<file path="src/rtl/mca_pkg.sv">
// Package for the modular coefficient ALU: word types, operation and
// register codes, and the shared modular double-and-add step.
// No dependencies.
`timescale 1ns / 1ps
`default_nettype none
package mca_pkg;

	localparam int CoefW = 64;
	localparam int ModW  = 63;

	typedef enum logic [2:0] {
		OP_ADD  = 3'd0,
		OP_SUB  = 3'd1,
		OP_NEG  = 3'd2,
		OP_SMUL = 3'd3,
		OP_PMUL = 3'd4
	} op_t;

	typedef enum logic {
		REG_MODULUS = 1'b0,
		REG_SCALAR  = 1'b1
	} reg_idx_t;

	// Word in flight through the reduction chain.
	typedef struct packed {
		logic [2:0]       op;
		logic             last;
		logic [CoefW-1:0] a_sh;
		logic [CoefW-1:0] b_sh;
		logic [CoefW-1:0] s_sh;
		logic [ModW-1:0]  ra;
		logic [ModW-1:0]  rb;
		logic [ModW-1:0]  rs;
	} red_t;

	// Word in flight through the multiply chain.
	typedef struct packed {
		logic [2:0]      op;
		logic            last;
		logic [ModW-1:0] x;
		logic [ModW-1:0] y_sh;
		logic [ModW-1:0] acc;
		logic [ModW-1:0] simple;
	} mul_t;

	// (2*r + bit_in*x) mod q, given r < q and x < q.
	function automatic logic [ModW-1:0] mod_step(input logic [ModW-1:0] r,
			input logic [ModW-1:0] x, input logic bit_in, input logic [ModW-1:0] q);
		logic [ModW:0] d;
		logic [ModW:0] e;
		d = {r, 1'b0};
		if (d >= {1'b0, q}) d = d - {1'b0, q};
		e = bit_in ? d + {1'b0, x} : d;
		if (e >= {1'b0, q}) e = e - {1'b0, q};
		return e[ModW-1:0];
	endfunction

endpackage
`default_nettype wire

</file>
<file path="src/rtl/mca_red_cell.sv">
// One reduction cell: folds the top bit of each raw operand into its
// running residue mod q. Depends on mca_pkg.
`timescale 1ns / 1ps
`default_nettype none
module mca_red_cell (
	input  wire logic                    clk,
	input  wire logic                    arst_n,
	input  wire logic                    advance,
	input  wire logic [mca_pkg::ModW-1:0] q,
	input  wire logic                    in_valid,
	input  wire mca_pkg::red_t           in_word,
	output logic                         out_valid,
	output mca_pkg::red_t                out_word
);
	import mca_pkg::*;

	logic valid_q;
	red_t word_q;
	red_t nxt;

	always_comb begin
		nxt      = in_word;
		nxt.a_sh = {in_word.a_sh[CoefW-2:0], 1'b0};
		nxt.b_sh = {in_word.b_sh[CoefW-2:0], 1'b0};
		nxt.s_sh = {in_word.s_sh[CoefW-2:0], 1'b0};
		nxt.ra   = mod_step(in_word.ra, {{(ModW-1){1'b0}}, 1'b1}, in_word.a_sh[CoefW-1], q);
		nxt.rb   = mod_step(in_word.rb, {{(ModW-1){1'b0}}, 1'b1}, in_word.b_sh[CoefW-1], q);
		nxt.rs   = mod_step(in_word.rs, {{(ModW-1){1'b0}}, 1'b1}, in_word.s_sh[CoefW-1], q);
	end

	always_ff @(posedge clk or negedge arst_n) begin
		if (!arst_n) begin
			valid_q <= 1'b0;
		end else if (advance) begin
			valid_q <= in_valid;
		end
	end

	always_ff @(posedge clk) begin
		if (advance) begin
			word_q <= nxt;
		end
	end

	assign out_valid = valid_q;
	assign out_word  = word_q;

endmodule
`default_nettype wire

</file>
<file path="config.mk">
export PLATFORM = sky130hd
export DESIGN_NAME = mca_red_cell
export DESIGN_NICKNAME = d
export VERILOG_FILES = /design/src/rtl/mca_pkg.sv /design/src/rtl/mca_red_cell.sv
export SDC_FILE = /design/constraint.sdc
export NUM_CORES = 2
export LEC_CHECK = 0
export BUFFER_PORTS_ARGS = -buffer_cell sky130_fd_sc_hd__buf_2
export CAP_MARGIN = 25
export CORE_AREA = 2 2 322 324
export DETAILED_ROUTE_END_ITERATION = 8
export DIE_AREA = 0 0 324 326
export GPL_TIMING_DRIVEN = 1
export PLACE_DENSITY = 0.61
export SLEW_MARGIN = 20
export SYNTH_ARGS = -nofsm -noshare
export SYNTH_HDL_FRONTEND = slang
export SYNTH_SLANG_ARGS = --single-unit
</file>
<file path="constraint.sdc">
create_clock -name clk -period 0.9 [get_ports clk]
set_input_delay 0.045 -clock clk [delete_from_list [all_inputs] [get_ports clk]]
set_output_delay 0.045 -clock clk [all_outputs]
set_load 0.01 [all_outputs]
</file>
## After elaboration in Yosys (flattened, before gate mapping)

Index checks and enable logic that the tools add are counted.

| word-level totals | value |
|---|---|
| bits in registers | 383 |
| bits of input ports | 452 |
| word-level logic and storage cells | 33 |

| cells by class | value |
|---|---|
| add/sub/neg operators | 9 |
| $lt $le $gt $ge | 6 |
| multiplexer cells | 9 |

Operator list:

| operator | count |
|---|---|
| $ge A64 B63 Y1 | 6 |
| $mux W64 | 6 |
| $add A64 B1 Y64 const B | 3 |
| $sub A64 B63 Y64 | 3 |
| $mux W63 | 3 |
| $sub A63 B63 Y63 | 3 |

## Depth between registers and ports, before layout

| logic depth | value |
|---|---|
| depth after elaboration | 6 |
| mapped depth | 46 |
| depth with buffers taken out | 38 |

## Worst setup path after synthesis

OpenSTA, ideal clock, no wires.

| path | value |
|---|---|
| path kind | input to register |
| start | input q[1] (netlist bit) |
| end | register word_q, in the netlist out_word[10], data pin |
| data arrival time | 10.000 ns |
| path slack | -9.361 ns |
| stages on the path | 42 |
| path buffers | 6 |
| path through | inv_1 fa_1 a211oi_1 o211ai_2 nand3b_1 nand2_1 o31a_1 a211oi_2 clkbuf_1 buf_2 buf_1 buf_1 buf_1 nand2_1 nand2_1 ha_1 nand4_1 nor4_1 (+6 left out) nor4_1 and2_1 xnor2_1 ha_1 and3_1 nand2_1 or4_1 o21ai_0 or3_1 a21oi_1 a31oi_1 a41oi_1 a21oi_1 and3b_1 o31ai_1 a21oi_4 buf_12 mux2_4 |

RTL lines:

| element | RTL line | text |
|---|---|---|
| from (decl) | mca_red_cell.sv:9 | `input wire logic [mca_pkg::ModW-1:0] q,` |
| to (signal assigned) | mca_red_cell.sv:41 | `word_q <= nxt;` |
| to (decl) | mca_red_cell.sv:18 | `red_t word_q;` |

==> key figures <==
Status
  • Status: finished, violations left
  • Violated checks: setup timing

Timing
  • Final setup viols: 589
  • Final hold vios: 0
  • Max Slew Vio Count: 0
  • Final min period: 7.92 ns
  • RSZ-0062 raised after global routing: yes
  • Final Skew: 0 ns
  • Fmax achieved: 126 MHz
  • Rel. slew slack: 37.4%
  • Part of the cycle the worst path needs: 880%
  • Measured slew at the worst slew-check pin: 0.916 ns
  • Fin worst setup slack: -7.02 ns

Clock network
  • Htree depth: 2
  • Clock root cell: clkbuf_16
  • TritonCTS Buffers: 45
  • Clk_lat worst skew: 0.64 ns
  • Clk slew on worst S/H paths: 0.07 ns
  • CTS tree: done
  • Total clock sinks: 383
  • Maximum buffer depth of the clock tree: 3

Power
  • Gate power share: 63.8%
  • Power Internal: 79900 µW
  • Switching power total: 54500 µW
  • Switching share of power: 40.6%
  • Seq pwr share: 21.4%
  • PD cells: 1800 nW/µm²
  • Peak supply drop: 0.00185 V
  • LEAKAGE: 0.0355 µW
  • Clock power share: 14.8%

Yosys
  • Register area share after synthesis: 26.2%
  • Synth area leaders: edfxtp_1, ha_1, xnor2_1, a21oi_1, xor2_1
  • Count of different cell masters after synthesis: 104
  • Largest family of logic cells by synthesized area: compound AO/OA/AOI/OAI gates
  • Post-synthesis instance area: 43800 µm²
  • Post-synthesis adder-cell area fraction: 11.2%
  • Mean Syn Cell Area: 8.57 µm²
  • Number of synthesized register bits: 383
  • Synth async-reset ratio: 0.261%
  • Largest area contributor in the netlist: edfxtp_1
  • Ys flop type: edfxtp_1
  • Yosys top cell area share: 26.2%
  • Simple-Gate Fraction of Synth Area: 19.2%
  • Multiplexer area fraction after synthesis: 7.32%
  • Post-Synthesis Cells: 5115
  • Ys Warns: 0
  • Synth Area in XOR/XNOR: 10.3%
  • EDFF count, synth: 382
  • Synth Area in Compound Gates: 22.2%

Floorplan
  • Initial Util: 42.7%
  • I/O pins: 838
  • Die height: 326 µm
  • Full die area: 106000 µm²
  • Core footprint: 103000 µm²
  • Site Rows: 118
  • Die width: 324 µm

Global routing
  • Total GRT Usage: 45.3%
  • Overflow after GRT: 0
  • Vias in the first global route: 54600
  • First-pass GRT wire length: 351 mm
  • Antenna violations before repair: 56
  • Pin count of the biggest net entering global routing: 72

Worst setup path
  • Crit Path Category: in2reg
  • Worst Path Required: 1.31 ns
  • CP startpoint: q[38]
  • Worst reg2reg startpoint: out_valid
  • Slowest library cell on the worst path: a2111oi_1
  • Critical Path AT: 8.33 ns
  • Most frequent CP cell: buf_4
  • Worst setup EP type: flip-flop
  • Crit path launch type: input port
  • Largest stage delay on the critical path: 0.61 ns
  • CP max FO: 4

Layout
  • Layout cell share with drive strength beyond 1: 46.0%
  • Non-filler cells, final: 9981
  • Commonest non-fill, non-tap cell in the layout: buf_4
  • P&R area growth vs syn: 70.3%
  • Nets: 9370
  • Util after Layout: 72.7%
  • Most frequent cells in the layout: buf_4, buf_2, nand2_1

Route
  • Wire per inst: 25.9 µm
  • Drt drc: 0
  • Vias: 57800
  • Initial DRC count: 6307
  • Vias/cell: 5.79
  • Routed WL: 258 mm
  • Drt first pass iters: 9
  • Final ANT Viol Nets: 0

Place
  • GPL Wtd Cong: 1.10
  • Hpwl dp: 203 mm
  • Port buffer count: 834
  • Placed cells: 9559

Hold path
  • Hold crit path type: in2reg
  • Hold Path Origin: in_word[75]

Run
  • MaxCap Viol Count: 0
[metrics by stage]
stage                     instance area, µm²  setup slack (ns)  setup TNS [ns]  power, µW  hold slack, ns
after floorplan                        44200             -7.62        -1427.72      65000          -0.251
after global placement                 67600             -8.29        -1465.81     104000          -0.177
after detailed placement               67600             -8.43        -1487.24     105000          -0.177
after CTS                              72000             -6.93        -1416.17     126000         -0.0155
after global routing                   74600             -7.19        -1464.84     140000          0.0543
final                                  74600             -7.02        -1419.20     134000         0.00919
[power by group through the flow]
stage          Sequential [µW]  Clock [µW]  Combinational (µW)
2_1_floorplan            28500           0               36500
3_3_place_gp             28300           0               75300
3_5_place_dp             28300           0               76300
4_1_cts                  28000       19500               78600
5_1_grt                  28800       20400               90400
6_report                 28800       19900               85700
[Yosys cell counts, types with 15 or more instances]
| master | instances |
|---|---|
| a21boi_0 | 25 |
| nor2b_1 | 51 |
| a211o_1 | 19 |
| and4_1 | 23 |
| o211ai_1 | 31 |
| a31oi_1 | 59 |
| inv_1 | 180 |
| edfxtp_1 | 382 |
| buf_2 | 32 |
| nand4_1 | 125 |
| nand3_1 | 169 |
| o21a_1 | 58 |
| xor2_1 | 206 |
| xnor2_1 | 309 |
| nand2b_1 | 49 |
| o21ai_0 | 279 |
| nor2_1 | 378 |
| a21oi_1 | 456 |
| ha_1 | 381 |
| nor3b_1 | 20 |
| a211oi_1 | 48 |
| a21o_1 | 218 |
| nor3_1 | 123 |
| mux2i_1 | 80 |
| nand2_1 | 453 |
| a31o_2 | 16 |
| nor4_1 | 53 |
| or2_2 | 19 |
| and2_1 | 36 |
| mux2_4 | 59 |
| o21bai_1 | 65 |
| and3_1 | 54 |
| or4_1 | 22 |
| clkbuf_1 | 127 |
| o31ai_1 | 29 |
| mux2_2 | 133 |
| buf_1 | 15 |
| or3_1 | 39 |
| a2111oi_0 | 16 |
[worst max-delay path: cells and delay by family]
| kind | cells | cell delay [ns] |
|---|---|---|
| buffers and inverters | 8 | 1.30 |
| AND/OR/NAND/NOR | 14 | 1.90 |
| adder cells (fa/ha/maj) | 3 | 0.68 |
| AO/OA/AOI/OAI | 14 | 3.62 |
| XOR/XNOR | 2 | 0.24 |
| multiplexers | 2 | 0.53 |
[layer usage]
| metal | vias to the layer above | wire, µm | track usage (%) |
|---|---|---|---|
| met5 | - | 276 | 0 |
| met4 | 40 | 25300 | 34.4 |
| met3 | 1007 | 29800 | 11.4 |
| met2 | 3556 | 110000 | 70.0 |
| met1 | 27000 | 93100 | 53.9 |
| li1 | 26200 | - | - |
[layout make-up]
class	count	area, µm²
Timing Repair Buffer	3553	26500
Tap cell	1380	1730
Sequential cell	383	11500
Clock buffer	54	1180
Inverter	180	701
Multi-Input combinational cell	4368	32600
Antenna cell	36	90.1
Clock inverter	27	307
Fill cell	8085	28000
[sequential cells by signal, summed over array words and instances, names as in the netlist]
| register | flops |
|---|---|
| out_valid | 1 |
| out_word | 382 |
[logic make-up after synthesis]
group                    after synthesis
XOR/XNOR                             515
flip-flops                           383
buffers and inverters                367
multiplexers                         274
AO/OA/AOI/OAI                       1504
AND/OR/NAND/NOR                     1684
adder cells (fa/ha/maj)              387
other                                  1
[worst paths after layout]
kind,end,slack (ns),depth (start not counted)
max,out_word[46],-7.02,43
min,out_word[76],0.009,5
max reg2reg,out_valid,0.12,1
min reg2reg,out_valid,0.56,1
max in group asynchronous,out_valid,0.50,3
min in group asynchronous,out_valid,0.29,3
[repair_timing]
item,in CTS,in global routing
gates cloned,3,17
resized for setup,127,426
hold endpoints to repair,261,0
pin swaps,50,138
setup buffers,40,52
endpoints found under the setup margin,572,596
hold buffers,197,0
Power figures use the tool's default switching activity.
