--- src/rtl/mca_pkg.sv ---
// Package for the modular coefficient ALU: word types, operation and
// register codes, and the shared modular double-and-add step.
// No dependencies.
`timescale 1ns / 1ps
`default_nettype none
package mca_pkg;

	localparam int CoefW = 64;
	localparam int ModW  = 63;

	typedef enum logic [2:0] {
		OP_ADD  = 3'd0,
		OP_SUB  = 3'd1,
		OP_NEG  = 3'd2,
		OP_SMUL = 3'd3,
		OP_PMUL = 3'd4
	} op_t;

	typedef enum logic {
		REG_MODULUS = 1'b0,
		REG_SCALAR  = 1'b1
	} reg_idx_t;

	// Word in flight through the reduction chain.
	typedef struct packed {
		logic [2:0]       op;
		logic             last;
		logic [CoefW-1:0] a_sh;
		logic [CoefW-1:0] b_sh;
		logic [CoefW-1:0] s_sh;
		logic [ModW-1:0]  ra;
		logic [ModW-1:0]  rb;
		logic [ModW-1:0]  rs;
	} red_t;

	// Word in flight through the multiply chain.
	typedef struct packed {
		logic [2:0]      op;
		logic            last;
		logic [ModW-1:0] x;
		logic [ModW-1:0] y_sh;
		logic [ModW-1:0] acc;
		logic [ModW-1:0] simple;
	} mul_t;

	// (2*r + bit_in*x) mod q, given r < q and x < q.
	function automatic logic [ModW-1:0] mod_step(input logic [ModW-1:0] r,
			input logic [ModW-1:0] x, input logic bit_in, input logic [ModW-1:0] q);
		logic [ModW:0] d;
		logic [ModW:0] e;
		d = {r, 1'b0};
		if (d >= {1'b0, q}) d = d - {1'b0, q};
		e = bit_in ? d + {1'b0, x} : d;
		if (e >= {1'b0, q}) e = e - {1'b0, q};
		return e[ModW-1:0];
	endfunction

endpackage
`default_nettype wire

--- src/rtl/mca_mul_cell.sv ---
// One multiply cell: a double-and-add step over the top bit of the
// multiplier. Depends on mca_pkg.
`timescale 1ns / 1ps
`default_nettype none
module mca_mul_cell (
	input  wire logic                    clk,
	input  wire logic                    arst_n,
	input  wire logic                    advance,
	input  wire logic [mca_pkg::ModW-1:0] q,
	input  wire logic                    in_valid,
	input  wire mca_pkg::mul_t           in_word,
	output logic                         out_valid,
	output mca_pkg::mul_t                out_word
);
	import mca_pkg::*;

	logic valid_q;
	mul_t word_q;
	mul_t nxt;

	always_comb begin
		nxt      = in_word;
		nxt.y_sh = {in_word.y_sh[ModW-2:0], 1'b0};
		nxt.acc  = mod_step(in_word.acc, in_word.x, in_word.y_sh[ModW-1], q);
	end

	always_ff @(posedge clk or negedge arst_n) begin
		if (!arst_n) begin
			valid_q <= 1'b0;
		end else if (advance) begin
			valid_q <= in_valid;
		end
	end

	always_ff @(posedge clk) begin
		if (advance) begin
			word_q <= nxt;
		end
	end

	assign out_valid = valid_q;
	assign out_word  = word_q;

endmodule
`default_nettype wire

--- config.mk ---
export PLATFORM = sky130hd
export DESIGN_NAME = mca_mul_cell
export DESIGN_NICKNAME = d
export VERILOG_FILES = /design/src/rtl/mca_pkg.sv /design/src/rtl/mca_mul_cell.sv
export SDC_FILE = /design/constraint.sdc
export NUM_CORES = 1
export LEC_CHECK = 0
export BUFFER_PORTS_ARGS = -buffer_cell sky130_fd_sc_hd__clkbuf_2
export CAP_MARGIN = 15
export CORE_AREA = 2 2 226 228
export DETAILED_ROUTE_END_ITERATION = 16
export DIE_AREA = 0 0 228 230
export MAX_ROUTING_LAYER = met4
export PLACE_DENSITY = 0.7
export SLEW_MARGIN = 0
export SYNTH_ARGS = -nofsm -noshare
export SYNTH_HDL_FRONTEND = slang
export SYNTH_SLANG_ARGS = --single-unit
--- constraint.sdc ---
create_clock -name clk -period 0.8 [get_ports clk]
set_input_delay 0.12 -clock clk [delete_from_list [all_inputs] [get_ports clk]]
set_output_delay 0.12 -clock clk [all_outputs]
set_load 0.01 [all_outputs]
* After elaboration in Yosys (flattened, before gate mapping)
Index checks and enable logic that the tools add are counted.
Operators by class: $add $sub $neg 3, $lt $le $gt $ge 2, multiplexer cells 3
Operators with widths (number):
- greater-or-equal comparator 64 x 63 -> 1 bit | 2
- 2-to-1 mux 64 bit | 2
- adder 64 x 63 -> 64 bit | 1
- subtractor 64 x 63 -> 64 bit | 1
- 2-to-1 mux 63 bit | 1
- subtractor 63 bit | 1
Storage, ports and cells: flip-flop bits (word level) 256, bits of input ports 323, output and inout bits 257

* Depth between registers and ports, before layout
Gate-level depths: netlist (run 1).
depth after elaboration 6, mapped depth 43, depth with buffers taken out 38

* Least setup slack after synthesis (run 1)
OpenSTA, ideal clock, no wires.
kind input-to-reg, start input port q[1] (netlist name), end register word_q (netlist bit out_word[117]) (data pin), setup time 0.260 ns, arrival time 7.721 ns, data required time 0.540 ns, setup slack -7.180 ns, stages on the path 39, path through inv_1 -> fa_1 -> a211oi_1 -> nor2_1 -> o311ai_0 -> a21oi_1 -> nor3_2 -> a21oi_1 -> o21ai_2 -> and2_1 -> buf_2 -> buf_2 -> mux2i_1 -> inv_1 -> ha_1 -> a211oi_1 -> o21a_1 -> o31a_1 -> [3 not listed] -> nor3_1 -> a211oi_1 -> xnor2_1 -> mux2_2 -> ha_1 -> nand3_1 -> or3_1 -> nor2_1 -> nand2_1 -> o221a_2 -> nand2_1 -> a211oi_2 -> o21a_1 -> a31oi_1 -> nor2_1 -> nand2_2 -> buf_6 -> mux2_2
RTL lines:
- start, declared | RTL line mca_mul_cell.sv:9 | input wire logic [mca_pkg::ModW-1:0] q,
- end signal, assigned | RTL line mca_mul_cell.sv:37 | word_q <= nxt;
- end, declared | RTL line mca_mul_cell.sv:18 | mul_t word_q;

==> impl_metrics.py, run 1 <==
metrics = {
    "status": {
        "outcome": "finished with violations",
        "violations": "setup timing",
    },
    "pwr": {
        "clkPwrFrac": 0.146,
        "p_leak_nw": 17.4,
        "ir_drop_v": 0.00248,
        "power.switching_mw": 37.1,
        "power_frac_comb": 0.649,
        "netSwitchingFraction": 0.387,
        "intPower_mw": 58.6,
        "powerDensity_nw_per_um2": 2630,
        "seqPwrFrac": 0.206,
        "p_total_mw": 95.7,
    },
    "die": {
        "initial_core_util": 0.425,
        "ios": 580,
        "die_h_um": 230,
        "core.rowCount": 82,
        "coreArea_um2": 49900,
        "die_x_um": 228,
        "dieArea_um2": 52400,
    },
    "clock_network": {
        "cts.sinks": 256,
        "numCtsBuffers": 30,
        "h-tree-depth": 1,
        "clkTransAtPathRegs_ns": 0.06,
        "clock_path_buffers": 3,
        "ctsRootBufferMaster": "clkbuf_16",
        "clk_latency_ns": 0.59,
        "cts_tree": "built",
    },
    "timing": {
        "slew_violations": 0,
        "finalHoldViolCount": 0,
        "setup-violations-final": 325,
        "tightest_slew_ns": 0.791,
        "maxSlewHeadroom": 0.468,
        "max_freq_ghz": 0.124,
        "fin_crit_ns": 8.08,
        "skew_ns": 0,
        "rsz0062_at_grt": "true",
        "finalCritPeriodShare": 10.1,
        "worst_slack_ns": -7.28,
    },
    "worst_setup_path": {
        "crit_cells": 42,
        "worstPathBufferInverterCount": 9,
        "reg2regPathDepth": 2,
        "path_class": "primary input to flip-flop",
        "r2r_start": "out_valid$_DFFE_PN0P_",
        "worstSetupEndpointType": "flip-flop",
        "startpoint": "q[14]",
        "worst-path-max-fanout": 6,
        "worstSetupStartpointType": "primary input",
        "rrSetupSlack_ns": -0.08,
        "slowest_stage": "nand4_1",
        "critPathMaxStageDelay_ns": 0.41,
        "crit_family": "compound AO/OA/AOI/OAI gates",
        "crit_required_ns": 1.17,
        "worstPathArrival_ns": 8.44,
    },
    "layout": {
        "fin_nets": 4450,
        "final_core_utilization": 0.731,
        "syn_to_final_growth_pct": 72.0,
        "drive_above_1_share": 0.462,
    },
    "global_route": {
        "first_global_vias": 26000,
        "grt_overflow_total": 0,
        "grt_max_degree": 38,
        "antenna_found_initial": 4,
        "grtUsageTotal": 0.389,
        "grt_pass1_wl_mm": 152,
    },
    "routing": {
        "drt_iter0_markers": 1895,
        "viasPerCell": 5.60,
        "drt_wl_total_mm": 106,
        "wl_per_cell_um": 22.8,
        "ant_nets": 0,
        "vias": 26000,
        "drc_errors": 0,
        "dr.pass1.iters": 7,
    },
    "synth": {
        "synth-seq-cells": 256,
        "synthFlopType": "edfxtp_1",
        "ys_seq_area_frac": 0.363,
        "synth_nets": 2785,
        "synth_area_um2": 21200,
        "avgSynthCellArea_um2": 9.33,
        "ys.warnings.count": 0,
        "synth_edf_count": 255,
        "syn_inst": 2270,
        "synthArstFlopShare": 0.00391,
        "synth.distinct_cells": 82,
    },
    "placed_design": {
        "io_buffers": 578,
        "globalplace.congestion": 1.08,
        "dp_hpwl_mm": 81.6,
    },
    "min_path": {
        "min-delay-start": "advance",
        "min_path_type": "primary input to flip-flop",
        "holdPathStages": 3,
    },
    "flow_run": {
        "max_cap_viol_count": 0,
    },
}
[routing by layer]
layer | part of all wire | GRT usage
met4 | 0.074 | 0.234
met2 | 0.47 | 0.643
met1 | 0.38 | 0.454
met5 | 0 | -
met3 | 0.073 | 0.0495
[cell type report]
| cell class | instances | area [um2] |
|---|---|---|
| multi-input cells | 1802 | 13600 |
| fillers | 3662 | 13400 |
| flip-flops and latches | 256 | 7680 |
| inverters | 123 | 487 |
| diodes | 4 | 10.0 |
| clock inverters | 14 | 179 |
| well taps | 672 | 841 |
| clock buffers | 41 | 792 |
| repair buffers | 1722 | 12800 |
[cells in the final DEF (no fill, tap or decap), types with 59 or more instances in the layout]
cell,n
xor2_1,59
dlygate4sd3_1,196
o21ai_0,119
edfxtp_1,255
inv_1,109
mux2_4,60
ha_1,168
xnor2_1,114
nor2_1,160
clkbuf_2,503
buf_4,911
a21o_1,75
nand2_1,164
a21oi_1,247
[worst reg2reg max path, cell delays in order (launching register included)]
cell and delay (ns):
dfrtp_1 0.39, buf_6 0.12, mux2_2 0.25
[power groups by stage]
stage | clock (mW) | sequential (mW) | combinational, mW
finish | 14.0 | 19.7 | 62.1
CTS | 14.0 | 19.5 | 58.1
global placement | 0 | 19.8 | 51.7
floorplan | 0 | 20.6 | 26.0
detailed placement | 0 | 19.7 | 52.7
global route | 14.6 | 19.8 | 65.8
[synthesized netlist by cell type, types with 5 or more instances]
library cell  number  area, um2
a21oi_1          272       1360
clkbuf_1          70        263
ha_1             189       2360
o31a_1             5       43.8
nor3_1            36        180
inv_1            123        462
a41oi_1            7       61.3
a211oi_1          20        150
edfxtp_1         255       7660
and4_1             8       70.1
a31o_2             5       43.8
nor4_1            12       75.1
buf_6              6       67.6
a221oi_1           6       52.6
a21boi_0          12       90.1
mux2_2           108       1220
a211o_1            8       70.1
nor2_1           167        627
or2_2              9       56.3
xor2_1            59        517
a2111oi_0          7       61.3
nand2_1          172        646
mux2i_1           11        110
buf_2             11       55.1
or3_1              7       43.8
a21o_1            75        563
o21ai_1            5       25.0
and2_1            13       81.3
o31ai_1           16        120
nor2b_1           18        113
a31oi_1           16        100
nand3_1           37        185
o21bai_1          38        285
o21a_1            40        300
and3_1            25        156
o211ai_1          15        113
nand4_1           47        294
xnor2_1          114        998
nand2b_1          14       87.6
o21ai_0          141        706
[what timing repair did]
| item | in CTS | in global routing |
|---|---|---|
| resized for setup | 181 | 220 |
| hold endpoints to repair | 199 | 6 |
| pin swaps | 30 | 25 |
| setup endpoints to repair | 319 | 326 |
| hold buffers | 196 | 2 |
| cloned | 7 | 4 |
| buffers inserted | 21 | 14 |
[state kept, by name, summed over array words and instances (netlist names)]
signal	flops
out_valid	1
out_word	255
[path summary, 6_finish.rpt]
path | end
setup / recovery | out_word[114]$_DFFE_PP_
hold / removal | out_valid$_DFFE_PN0P_
setup reg to reg | out_valid$_DFFE_PN0P_
hold reg to reg | out_valid$_DFFE_PN0P_
max in group asynchronous | out_valid$_DFFE_PN0P_
min in group asynchronous | out_valid$_DFFE_PN0P_
[kinds of logic (layout without fill, tap and decap cells)]
logic type                 after synthesis  in the layout  synth area share
AOI/OAI and AO/OA                      734            734             0.217
and+or+nand+nor                        582            582             0.130
DFF                                    256            256             0.363
buffers and inverters                  212           1900            0.0407
adders and majority gates              192            192             0.114
xor gates and xnor gates               173            173            0.0715
muxes                                  120            120            0.0631
other                                    1              5          0.000177
[metrics by stage]
| step | cells | setup TNS, ns | worst slack (ns) | instance area [um2] | hold WS [ns] |
|---|---|---|---|---|---|
| finish | 4634 | -570.33 | -7.28 | 36400 | 0.0323 |
| global route | 4634 | -590.84 | -7.51 | 36400 | 0.0207 |
| CTS | 4613 | -555.63 | -6.97 | 35600 | 0.00937 |
| detailed placement | 4334 | -559.33 | -8.51 | 31600 | -0.102 |
| global placement | 4334 | -549.66 | -8.38 | 31600 | -0.105 |
| floorplan | 2270 | -416.64 | -6.67 | 21300 | -0.176 |
No activity file was read; power rests on OpenSTA's default activity.
==> inputs of run 2 (changes only) <==
- CELL_PAD_IN_SITES_DETAIL_PLACEMENT: not set -> 1
- CELL_PAD_IN_SITES_GLOBAL_PLACEMENT: not set -> 1
- CORE_AREA: 2 2 226 228 -> not set
- CORE_MARGIN: not set -> 2
- CORE_UTILIZATION: not set -> 41
- DIE_AREA: 0 0 228 230 -> not set
- PLACE_DENSITY: 0.7 -> 0.86
==> run 2 against run 1 <==
Net effect:
- the run now fails in global routing
- area after synthesis did not move
- synthesized cell count stayed put
==> impl_metrics.py, run 2 <==
metrics = {
    "status": {
        "outcome": "aborted with a tool error",
        "failing_step": "global routing",
        "firstError": "[ERROR GRT-0116] Global routing finished with congestion. Check the congestion regions in the DRC Viewer.",
    },
    "global_route": {
        "grtUsageTotal": 0.774,
        "grt_overflow_total": 206,
        "grt_max_degree": 52,
        "first_global_vias": 39000,
        "grt_pass1_wl_mm": 294,
    },
    "synth": {
        "avgSynthCellArea_um2": 9.33,
        "yosysMostFrequentCell": "a21oi_1",
        "ys_seq_area_frac": 0.363,
        "synth-seq-cells": 256,
        "synthFlopType": "edfxtp_1",
        "synthArstFlopShare": 0.00391,
        "yosys.area.top_type": "edfxtp_1",
        "synth_area_um2": 21200,
        "syn_inst": 2270,
        "netlist.area_leader.share": 0.361,
        "ys.warnings.count": 0,
        "synth.distinct_cells": 82,
        "synthTopCellsByCount": "272 x a21oi_1, 255 x edfxtp_1, 189 x ha_1",
        "yosys-top-cells-area": "edfxtp_1 36%, ha_1 11%, a21oi_1 6.4%",
        "synth_nets": 2785,
        "synth_edf_count": 255,
    },
    "die": {
        "die_x_um": 231,
        "die_h_um": 231,
        "core.rowCount": 83,
        "initial_core_util": 0.414,
        "ios": 580,
    },
    "placed_design": {
        "dp_hpwl_mm": 101,
        "post-place-cells": 4313,
        "io_buffers": 578,
        "dpl_cell_area_um2": 31400,
        "globalplace.congestion": 1.12,
    },
    "clock_network": {
        "clock_path_buffers": 3,
        "numCtsBuffers": 31,
        "ctsRootBufferMaster": "clkbuf_16",
        "cts.sinks": 256,
        "h-tree-depth": 1,
    },
}
-- run 2: per-stage QoR --
stage	util	setup slack [ns]	setup TNS, ns
global placement	0.613	-7.60	-509.92
floorplan	-	-6.67	-416.64
detailed placement	0.613	-8.39	-563.24
CTS	0.696	-7.02	-593.59
-- run 2: routing by layer --
layer,GRT usage,overflow
met5,-,-
met4,0.800,89
met3,0.575,4
met2,0.954,112
met1,0.740,1
-- run 2: logic make-up after synthesis --
group	Yosys count	share of synthesized area
AOI/OAI and AO/OA	734	0.217
and+or+nand+nor	582	0.130
DFF	256	0.363
buffers and inverters	212	0.0407
adders and majority gates	192	0.114
xor gates and xnor gates	173	0.0715
muxes	120	0.0631
other	1	0.000177
-- run 2: timing repair --
item | in CTS
endpoints found under the setup margin | 319
pin swaps | 54
buffers inserted | 34
hold endpoints to repair | 212
hold buffers | 196
gates resized for setup | 213
cloned | 5
==> inputs of run 3 (changes only) <==
- CELL_PAD_IN_SITES_DETAIL_PLACEMENT: 1 -> not set
- CELL_PAD_IN_SITES_GLOBAL_PLACEMENT: 1 -> not set
- CORE_UTILIZATION: 41 -> 40
- MAX_ROUTING_LAYER: met4 -> not set
- PLACE_DENSITY: 0.86 -> not set
- PLACE_DENSITY_LB_ADDON: not set -> 0.15
==> run 3 against run 2 <==
Net effect:
- the flow now finishes, with violations (setup timing)
==> impl_metrics.py, run 3 (synthesized netlist as in run 1, its figures left out) <==
metrics = {
    "status": {
        "outcome": "finished with violations",
        "violations": "setup timing",
    },
    "clock_network": {
        "numCtsBuffers": 29,
        "clock_path_buffers": 3,
        "cts.sinks": 256,
        "h-tree-depth": 1,
        "cts_tree": "built",
        "ctsRootBufferMaster": "clkbuf_16",
        "clk_latency_ns": 0.58,
        "clkTransAtPathRegs_ns": 0.07,
    },
    "layout": {
        "drive_above_1_share": 0.484,
        "regArea_um2": 7680,
        "multi_input_area_um2": 13900,
        "layout_commonest_cell": "buf_4",
        "final_cell_mix": "996 x buf_4, 508 x clkbuf_2, 255 x edfxtp_1",
        "syn_to_final_growth_pct": 75.4,
        "fin_area_um2": 37200,
        "n_fill_cell": 4123,
        "largest_reg_flops": 255,
        "fin_nets": 4525,
    },
    "global_route": {
        "grt_max_degree": 38,
        "grtUsageTotal": 0.370,
        "antenna_found_initial": 9,
        "first_global_vias": 25900,
        "grt_overflow_total": 0,
        "grt_pass1_wl_mm": 152,
    },
    "pwr": {
        "power.switching_mw": 37.9,
        "intPower_mw": 58.9,
        "powerDensity_nw_per_um2": 2600,
        "ir_drop_v": 0.00239,
        "power_frac_comb": 0.651,
        "seqPwrFrac": 0.202,
        "netSwitchingFraction": 0.391,
        "clkPwrFrac": 0.146,
        "p_leak_nw": 17.7,
    },
    "timing": {
        "tightest_slew_ns": 0.593,
        "worst_hold_slack_ns": 0.0311,
        "maxSlewHeadroom": 0.600,
        "skew_ns": 0,
        "slew_violations": 0,
        "worst_slack_ns": -6.84,
        "finalCritPeriodShare": 9.55,
        "rsz0062_at_grt": "true",
        "fin_crit_ns": 7.64,
        "setup-violations-final": 330,
        "finalHoldViolCount": 0,
        "max_freq_ghz": 0.131,
    },
    "worst_setup_path": {
        "worstPathArrival_ns": 7.97,
        "worstSetupEndpointType": "flip-flop",
        "path_class": "primary input to flip-flop",
        "startpoint": "q[57]",
        "critPathMaxStageDelay_ns": 0.40,
        "rrSetupSlack_ns": -0.01,
        "worstSetupStartpointType": "primary input",
        "cp_common_cell": "a21o_1",
        "slowest_stage": "or3b_4",
        "worst-path-max-fanout": 15,
        "crit_required_ns": 1.13,
        "r2r_start": "out_valid$_DFFE_PN0P_",
    },
    "placed_design": {
        "dpl_cell_area_um2": 32000,
        "place_ws_ns": -8.46,
        "globalplace.congestion": 0.985,
        "io_buffers": 578,
        "dp_hpwl_mm": 84.1,
    },
    "routing": {
        "ant_nets": 0,
        "dr.pass1.iters": 5,
        "drt_iter0_markers": 1752,
        "vias": 25700,
        "wl_per_cell_um": 22.9,
        "drt_wl_total_mm": 108,
        "drc_errors": 0,
        "viasPerCell": 5.44,
    },
    "die": {
        "die_h_um": 234,
        "core.rowCount": 84,
        "initial_core_util": 0.404,
        "ios": 580,
        "dieArea_um2": 54800,
        "die_x_um": 234,
        "coreArea_um2": 52400,
    },
    "min_path": {
        "min_path_type": "primary input to flip-flop",
        "min-delay-start": "advance",
    },
    "flow_run": {
        "max_cap_viol_count": 0,
    },
}
run 3: worst paths after layout:
path                                            to  cells past startpoint
min                        out_word[159]$_DFFE_PP_                      2
max                        out_word[118]$_DFFE_PP_                     40
min reg2reg                  out_valid$_DFFE_PN0P_                      1
min in group asynchronous    out_valid$_DFFE_PN0P_                      3
max in group asynchronous    out_valid$_DFFE_PN0P_                      3
max reg2reg                  out_valid$_DFFE_PN0P_                      1
run 3: critical path: cells and delay by family:
kind | cells | cell delay, ns
AO/OA/AOI/OAI | 12 | 2.66
XOR/XNOR | 1 | 0.16
adder cells (fa/ha/maj) | 3 | 0.94
buffers and inverters | 8 | 1.10
multiplexers | 3 | 0.73
AND/OR/NAND/NOR | 13 | 2.21
run 3: metrics by stage:
step                power, mW  TNS, ns  std cells   util
global placement         72.9  -566.01       4407  0.611
CTS                      92.8  -545.21       4703  0.692
detailed placement       73.5  -564.86       4407  0.611
global route              102  -562.66       4729  0.709
finish                   96.8  -539.85       4731  0.709
floorplan                46.6  -416.64       2270      -
run 3: what timing repair did:
action                                  4_1_cts  5_1_grt
gates cloned                                  4        3
hold buffers                                197        0
endpoints found under the setup margin      319      324
buffers inserted                             41       17
endpoints found under the hold margin       199        0
resized for setup                           203      242
pin swaps                                    34       37
run 3: area by class of cell:
type,instances,area share
Multi-Input combinational cell,1802,0.373
Timing Repair Buffer,1798,0.358
Sequential cell,256,0.207
Tap cell,688,0.0232
Clock buffer,30,0.0196
Inverter,123,0.0125
Clock inverter,24,0.00660
Antenna cell,10,0.000673
run 3: per-layer routing:
layer / share of wire / global-route usage
met5: 0 / 0
met4: 0.064 / 0.193
met3: 0.068 / 0.0529
met2: 0.47 / 0.628
met1: 0.40 / 0.454
run 3: power groups by stage:
stage | sequential [mW] | clock, mW | combinational (mW)
3_5_place_dp | 19.7 | 0 | 53.8
3_3_place_gp | 19.7 | 0 | 53.3
6_report | 19.6 | 14.2 | 63.0
4_1_cts | 19.5 | 14.1 | 59.2
2_1_floorplan | 20.6 | 0 | 26.0
5_1_grt | 19.7 | 14.7 | 67.1
